$ cat src/hw/rtl/mpqa_pkg.sv
package mpqa_pkg;

    localparam int CAPACITY = 8;
    localparam int IDX_W    = $clog2(CAPACITY);
    localparam int CNT_W    = $clog2(CAPACITY + 1);
    localparam int OUT_CNT_W = 4;

    localparam logic [1:0] ACT_INSERT = 2'd0;
    localparam logic [1:0] ACT_DELETE = 2'd1;

    localparam logic [1:0] STATUS_OK        = 2'd0;
    localparam logic [1:0] STATUS_OVERFLOW  = 2'd1;
    localparam logic [1:0] STATUS_UNDERFLOW = 2'd2;

    typedef struct packed {
        logic        [1:0]  action;
        logic signed [31:0] item_data;
        logic signed [31:0] item_priority;
    } request_t;

    typedef struct packed {
        logic        [1:0]           status;
        logic signed [31:0]          removed_data;
        logic                        front_valid;
        logic signed [31:0]          front_data;
        logic signed [31:0]          front_priority;
        logic        [OUT_CNT_W-1:0] entry_count;
    } result_t;

    typedef struct packed {
        logic signed [31:0] data;
        logic signed [31:0] prio;
    } entry_t;

    // Controls for the running-minimum tracker.
    typedef struct packed {
        logic             clear;
        logic             take;
        logic [IDX_W-1:0] idx;
        entry_t           entry;
    } track_ctl_t;

    typedef struct packed {
        logic             valid;
        logic [IDX_W-1:0] idx;
        entry_t           entry;
    } front_t;

endpackage

$ cat src/hw/rtl/mpqa_min_track.sv
module mpqa_min_track (
    input  logic                clk,
    input  logic                rst_n,
    input  mpqa_pkg::track_ctl_t ctl,
    output mpqa_pkg::front_t    front
);
    import mpqa_pkg::*;

    logic             valid_reg;
    logic [IDX_W-1:0] idx_reg;
    entry_t           entry_reg;
    logic             replace;

    // Strictly smaller wins, so among equal priorities the earliest candidate stays.
    assign replace = ctl.take && (!valid_reg || (ctl.entry.prio < entry_reg.prio));

    always_ff @(posedge clk or negedge rst_n)
    begin
        if (!rst_n)
        begin
            valid_reg <= 1'b0;
        end
        else if (ctl.clear)
        begin
            valid_reg <= 1'b0;
        end
        else if (replace)
        begin
            valid_reg <= 1'b1;
        end
    end

    always_ff @(posedge clk)
    begin
        if (!ctl.clear && replace)
        begin
            idx_reg   <= ctl.idx;
            entry_reg <= ctl.entry;
        end
    end

    assign front.valid = valid_reg;
    assign front.idx   = idx_reg;
    assign front.entry = entry_reg;

endmodule

$ cat src/hw/rtl/min_priority_queue_array_unit.sv
// Array priority queue with linear-scan minimum and order-preserving removal.
//
// A command is transferred on a rising edge with start high and busy low; request
// carries the action (insert, delete minimum, anything else is a peek), the data
// and the priority. Exactly one result follows per command: done is high for one
// cycle and result holds the status, the removed data, the current minimum entry
// and the entry count. The receiver cannot stall; the result is taken that cycle.
//
// Insert, peek, overflow and underflow: done in the cycle after the transfer, busy
// stays low, so these commands can be issued every cycle.
// Delete: the held entries are read from the entry memory once each (one read
// port), shifted down behind the removed one and rescanned for the new minimum.
// While the delete runs, busy is high; done follows once the last held entry has
// been read and written back into place.
// The minimum entry is kept in a register so inserts and peeks need no scan.
//
// Reset empties the queue at once; the memory contents are not cleared.
module min_priority_queue_array_unit (
    input  logic                clk,
    input  logic                rst_n,
    input  logic                start,
    output logic                busy,
    input  mpqa_pkg::request_t  request,
    output logic                done,
    output mpqa_pkg::result_t   result
);
    import mpqa_pkg::*;

    localparam logic S_IDLE = 1'b0;
    localparam logic S_SCAN = 1'b1;

    logic             state_reg,   state_next;
    logic [CNT_W-1:0] count_reg,   count_next;
    logic [CNT_W-1:0] old_cnt_reg, old_cnt_next;
    logic [CNT_W-1:0] iss_reg,     iss_next;
    logic             rdv_reg,     rdv_next;
    logic [IDX_W-1:0] rj_reg,      rj_next;
    logic [IDX_W-1:0] min_idx_reg, min_idx_next;
    logic             done_reg,    done_next;
    logic [1:0]       status_reg,  status_next;
    logic [31:0]      removed_reg, removed_next;

    entry_t           mem [CAPACITY];
    entry_t           rd_data_reg;
    logic             wr_en;
    logic [IDX_W-1:0] wr_addr;
    entry_t           wr_data;

    logic             accept;
    logic             full;
    logic             keep;
    logic             after;
    logic [IDX_W-1:0] new_pos;
    track_ctl_t       track_ctl;
    front_t           front;

    assign accept  = start && (state_reg == S_IDLE);
    assign full    = (count_reg == CNT_W'(CAPACITY));
    assign keep    = rdv_reg && (rj_reg != min_idx_reg);
    assign after   = rdv_reg && (rj_reg > min_idx_reg);
    assign new_pos = after ? (rj_reg - IDX_W'(1)) : rj_reg;

    always_comb
    begin
        state_next   = state_reg;
        count_next   = count_reg;
        old_cnt_next = old_cnt_reg;
        iss_next     = iss_reg;
        rdv_next     = 1'b0;
        rj_next      = rj_reg;
        min_idx_next = min_idx_reg;
        done_next    = 1'b0;
        status_next  = status_reg;
        removed_next = removed_reg;
        wr_en        = 1'b0;
        wr_addr      = new_pos;
        wr_data      = rd_data_reg;
        track_ctl    = '{clear: 1'b0, take: keep, idx: new_pos, entry: rd_data_reg};

        unique case (state_reg)
            S_IDLE:
            begin
                if (accept)
                begin
                    status_next  = STATUS_OK;
                    removed_next = '0;
                    if (request.action == ACT_INSERT)
                    begin
                        done_next = 1'b1;
                        if (full)
                        begin
                            status_next = STATUS_OVERFLOW;
                        end
                        else
                        begin
                            wr_en           = 1'b1;
                            wr_addr         = count_reg[IDX_W-1:0];
                            wr_data         = '{data: request.item_data,
                                                prio: request.item_priority};
                            track_ctl.take  = 1'b1;
                            track_ctl.idx   = count_reg[IDX_W-1:0];
                            track_ctl.entry = wr_data;
                            count_next      = count_reg + CNT_W'(1);
                        end
                    end
                    else if (request.action == ACT_DELETE)
                    begin
                        if (count_reg == '0)
                        begin
                            status_next = STATUS_UNDERFLOW;
                            done_next   = 1'b1;
                        end
                        else
                        begin
                            removed_next    = front.entry.data;
                            min_idx_next    = front.idx;
                            old_cnt_next    = count_reg;
                            count_next      = count_reg - CNT_W'(1);
                            iss_next        = '0;
                            track_ctl.clear = 1'b1;
                            state_next      = S_SCAN;
                        end
                    end
                    else
                    begin
                        done_next = 1'b1;
                    end
                end
            end
            S_SCAN:
            begin
                // Reads run ahead of writes: an entry moves down into a slot
                // that has already been read.
                if (iss_reg < old_cnt_reg)
                begin
                    rdv_next = 1'b1;
                    rj_next  = iss_reg[IDX_W-1:0];
                    iss_next = iss_reg + CNT_W'(1);
                end
                wr_en = after;
                if (rdv_reg && (CNT_W'(rj_reg) == old_cnt_reg - CNT_W'(1)))
                begin
                    done_next  = 1'b1;
                    state_next = S_IDLE;
                end
            end
            default:
            begin
                state_next = S_IDLE;
            end
        endcase
    end

    always_ff @(posedge clk or negedge rst_n)
    begin
        if (!rst_n)
        begin
            state_reg <= S_IDLE;
            count_reg <= '0;
            rdv_reg   <= 1'b0;
            done_reg  <= 1'b0;
        end
        else
        begin
            state_reg <= state_next;
            count_reg <= count_next;
            rdv_reg   <= rdv_next;
            done_reg  <= done_next;
        end
    end

    always_ff @(posedge clk)
    begin
        old_cnt_reg <= old_cnt_next;
        iss_reg     <= iss_next;
        rj_reg      <= rj_next;
        min_idx_reg <= min_idx_next;
        status_reg  <= status_next;
        removed_reg <= removed_next;
    end

    always_ff @(posedge clk)
    begin
        if (wr_en)
        begin
            mem[wr_addr] <= wr_data;
        end
        rd_data_reg <= mem[iss_reg[IDX_W-1:0]];
    end

    mpqa_min_track u_min_track (
        .clk   (clk),
        .rst_n (rst_n),
        .ctl   (track_ctl),
        .front (front)
    );

    assign busy = (state_reg == S_SCAN);
    assign done = done_reg;

    assign result.status         = status_reg;
    assign result.removed_data   = removed_reg;
    assign result.front_valid    = front.valid;
    assign result.front_data     = front.valid ? front.entry.data : '0;
    assign result.front_priority = front.valid ? front.entry.prio : '0;
    assign result.entry_count    = OUT_CNT_W'(count_reg);

    a_done_idle: assert property (@(posedge clk) disable iff (!rst_n)
        done |-> !busy)
        else $error("result strobe while a delete is still in progress");

    a_count_range: assert property (@(posedge clk) disable iff (!rst_n)
        count_reg <= CNT_W'(CAPACITY))
        else $error("entry count beyond capacity");

    a_front_matches_count: assert property (@(posedge clk) disable iff (!rst_n)
        done |-> (front.valid == (count_reg != '0)))
        else $error("front valid disagrees with entry count");

    a_short_latency: assert property (@(posedge clk) disable iff (!rst_n)
        (accept && (request.action != ACT_DELETE)) |=> done)
        else $error("non-delete command did not complete in one cycle");

endmodule

$ cat config.mk
export PLATFORM = sky130hd
export DESIGN_NAME = min_priority_queue_array_unit
export DESIGN_NICKNAME = d
export VERILOG_FILES = /design/src/hw/rtl/mpqa_pkg.sv /design/src/hw/rtl/mpqa_min_track.sv /design/src/hw/rtl/min_priority_queue_array_unit.sv
export SDC_FILE = /design/constraint.sdc
export NUM_CORES = 1
export LEC_CHECK = 0
export ABC_AREA = 1
export ABC_CLOCK_PERIOD_IN_PS = 11300
export BUFFER_PORTS_ARGS = -buffer_cell sky130_fd_sc_hd__buf_2
export CORE_MARGIN = 3
export CORE_UTILIZATION = 24
export CTS_CLUSTER_SIZE = 24
export DETAILED_ROUTE_END_ITERATION = 12
export MAX_ROUTING_LAYER = met4
export SLEW_MARGIN = 20
export SYNTH_ARGS = -nofsm -noshare
export SYNTH_HDL_FRONTEND = slang
export SYNTH_SLANG_ARGS = --single-unit
$ cat constraint.sdc
create_clock -name clk -period 11.3 [get_ports clk]
set_clock_uncertainty 0.2 [all_clocks]
set_input_delay 1.13 -clock clk [delete_from_list [all_inputs] [get_ports clk]]
set_output_delay 1.13 -clock clk [all_outputs]
set_load 0.1 [all_outputs]
==> impl_metrics.env <==
export IMPL_drc=0
export IMPL_hold_path_class="input port to async pin"
export IMPL_synth_cell_type_count=40
export IMPL_endpoint_kind="flop"
export IMPL_initial_utilization_pct=24.4
export IMPL_setup_violations=0
export IMPL_clock_latency_ns=0.63
export IMPL_max_cap_violations=0
export IMPL_min_period_over_period_pct=54.9
export IMPL_num_vias=17300
export IMPL_wl_mm=72.7
export IMPL_cts_hold_buf=0
export IMPL_finalHoldViolCount=0
export IMPL_clk_pin_slew_ns=0.06
export IMPL_reg2reg_from="count_reg[1]"
export IMPL_synth_common_cells="627 x edfxtp_1, 512 x nor2_1, 300 x nand2_1"
export IMPL_cts_repair_resized=0
export IMPL_crit_path_start_kind="input port"
export IMPL_worstSetupPathType="input port to flop"
export IMPL_h_tree_depth=3
export IMPL_dp_hpwl_mm=40.6
export IMPL_row_count=123
export IMPL_holdWs_ns=0.162
export IMPL_antenna_found_initial=6
export IMPL_post_cts_buffers=0
export IMPL_ys_warn_count=0
export IMPL_yosys_area_top_type="edfxtp_1"
export IMPL_placed_area_sq_um=30100
export IMPL_seqCellArea_sq_um=20300
export IMPL_rsz0062_at_grt="no"
export IMPL_dr_pass1_iters=5
export IMPL_syn_nets=2405
export IMPL_clockBufferDepth=3
export IMPL_die_h_um=345
export IMPL_synth_edf_count=627
export IMPL_grt_use_total_pct=12.2
export IMPL_multiInputGateArea_sq_um=6240
export IMPL_ys_async_sr_fraction_pct=1.14
export IMPL_status="finished, final reports clean"
export IMPL_worst_ep_arrival_time_ns=6.23
export IMPL_avgRoutedWirePerCell_um=18.1
export IMPL_drt_iter0_markers=1597
export IMPL_drtAntennaViolNets=0
export IMPL_r2r_end="u_min_track.front[56]"
export IMPL_core_area_sq_um=113000
export IMPL_grt_pass1_vias=16600
export IMPL_numPortBuffers=173
export IMPL_max_slew_margin_pct=26.4
export IMPL_numCtsBuffers=75
export IMPL_drive_above_1_share_pct=13.5
export IMPL_overflow=0
export IMPL_period_needed_ns=6.20
export IMPL_clock_fmax_mhz=161
export IMPL_fin_nets=2559
export IMPL_grt_pass1_wl_mm=108
export IMPL_avgViaCountPerCell=4.32
export IMPL_cts_tree="done"
export IMPL_fill_cells=11600
export IMPL_crit_path_max_fanout=48
export IMPL_r2r_cells=20
export IMPL_syn_area_per_cell_sq_um=12.0
export IMPL_synth_main_ff_cell="edfxtp_1"
export IMPL_synthTopCellsByArea="edfxtp_1 68%, nor2_1 7.0%, o21ai_0 4.7%, dfxtp_1 4.6%, nand2_1 4.1%"
export IMPL_synth_area_sq_um=27600
export IMPL_synth_most_common_cell="edfxtp_1"
export IMPL_final_cell_area_sq_um=32600
export IMPL_required_ns=11.33
export IMPL_netlist_area_leader_share_pct=68.2
export IMPL_ios=174
export IMPL_die_x_um=345
export IMPL_worst_pin_slew_ns=1.10
export IMPL_slew_viol_final=0
export IMPL_place_congestion=0.754
export IMPL_largest_reg_flops=512
export IMPL_syn_to_final_growth_pct=18.2
export IMPL_post_route_util_pct=28.8
export IMPL_ff2ff_setup_slack_ns=5.17
export IMPL_cts_sinks=699
export IMPL_grt_max_degree=98
export IMPL_ys_seq_area_share_pct=73.6
export IMPL_cts_root_buf="clkbuf_16"
export IMPL_syn_inst=2293
export IMPL_dieArea_sq_um=119000
export IMPL_synth_seq_cells=699
export IMPL_fin_setup_tns_ns=0
per-layer routing:
layer  global-route usage (%)  wire length [um]
met3                     2.04              4250
met2                     18.5             32600
met5                        -                 0
met4                     3.33              1670
met1                     16.9             34100
logic make-up after synthesis:
logic type               after synthesis  synth area share, %
XOR/XNOR                               9                0.286
multiplexers                           1               0.0363
buffers and inverters                286                 4.01
flip-flops                           699                 73.6
adder cells (fa/ha/maj)               43                 1.98
AO/OA/AOI/OAI                        421                 8.38
AND/OR/NAND/NOR                      834                 11.7
through the flow:
stage / setup WS, ns / cells
4_1_cts: 5.03 / 4009
5_1_grt: 4.62 / 4013
2_1_floorplan: 4.48 / 2293
3_5_place_dp: 4.42 / 3869
3_3_place_gp: 4.52 / 3869
6_report: 5.10 / 4013
how the worst max path moves through the flow:
stage                 from               endpoint  slack, ns  cells past startpoint
5_1_grt        request[65]  u_min_track.front[45]       4.62                     22
3_5_place_dp   request[65]  u_min_track.front[50]       4.42                     22
3_3_place_gp   request[64]  u_min_track.front[50]       4.52                     20
2_1_floorplan  request[64]   u_min_track.front[0]       4.48                     20
4_1_cts        request[65]  u_min_track.front[57]       5.03                     22
6_report       request[65]  u_min_track.front[56]       5.10                     22
worst max-delay path, cell delays in order:
cell and delay (ns):
buf_2 0.14, inv_2 0.05, nand2_4 0.12, nor2_8 0.05, nand2_4 0.40, clkinv_2 0.67, buf_4 0.51, nand2_1 0.12
nand2_1 0.20, ha_1 0.35, nand2_1 0.07, inv_1 0.06, nand3_1 0.07, a31oi_1 0.11, a2111oi_0 0.30, nand2_1 0.17
nand2_1 0.11, nand3_1 0.07, nand2_1 0.07, nor2_1 0.09, nor2_4 0.52, buf_4 0.78
final cells by class:
| cell class | count | share of cell area, % |
|---|---|---|
| inverters | 163 | 1.92 |
| clock inverters | 41 | 1.39 |
| multi-input cells | 1308 | 19.1 |
| flip-flops and latches | 699 | 62.3 |
| clock buffers | 99 | 6.16 |
| diodes | 3 | 0.0230 |
| repair buffers | 200 | 3.32 |
| well taps | 1500 | 5.76 |
cell usage in the layout (no fill, tap or decap), types with 6 or more instances in the layout:
cell type / n
a21oi_1: 14
a31oi_1: 65
buf_2: 173
buf_4: 26
clkbuf_1: 20
clkbuf_16: 75
clkinv_1: 9
clkinv_2: 16
dfrtp_1: 7
dfxtp_1: 64
edfxtp_1: 627
ha_1: 42
inv_1: 154
nand2_1: 300
nand3_1: 10
nor2_1: 503
nor2_4: 9
o21ai_0: 261
o22ai_1: 65
xor2_1: 6
Power is left out: the tool's default activity adds up to more than one toggle a clock period on the data nets, which glitch-free logic cannot reach.
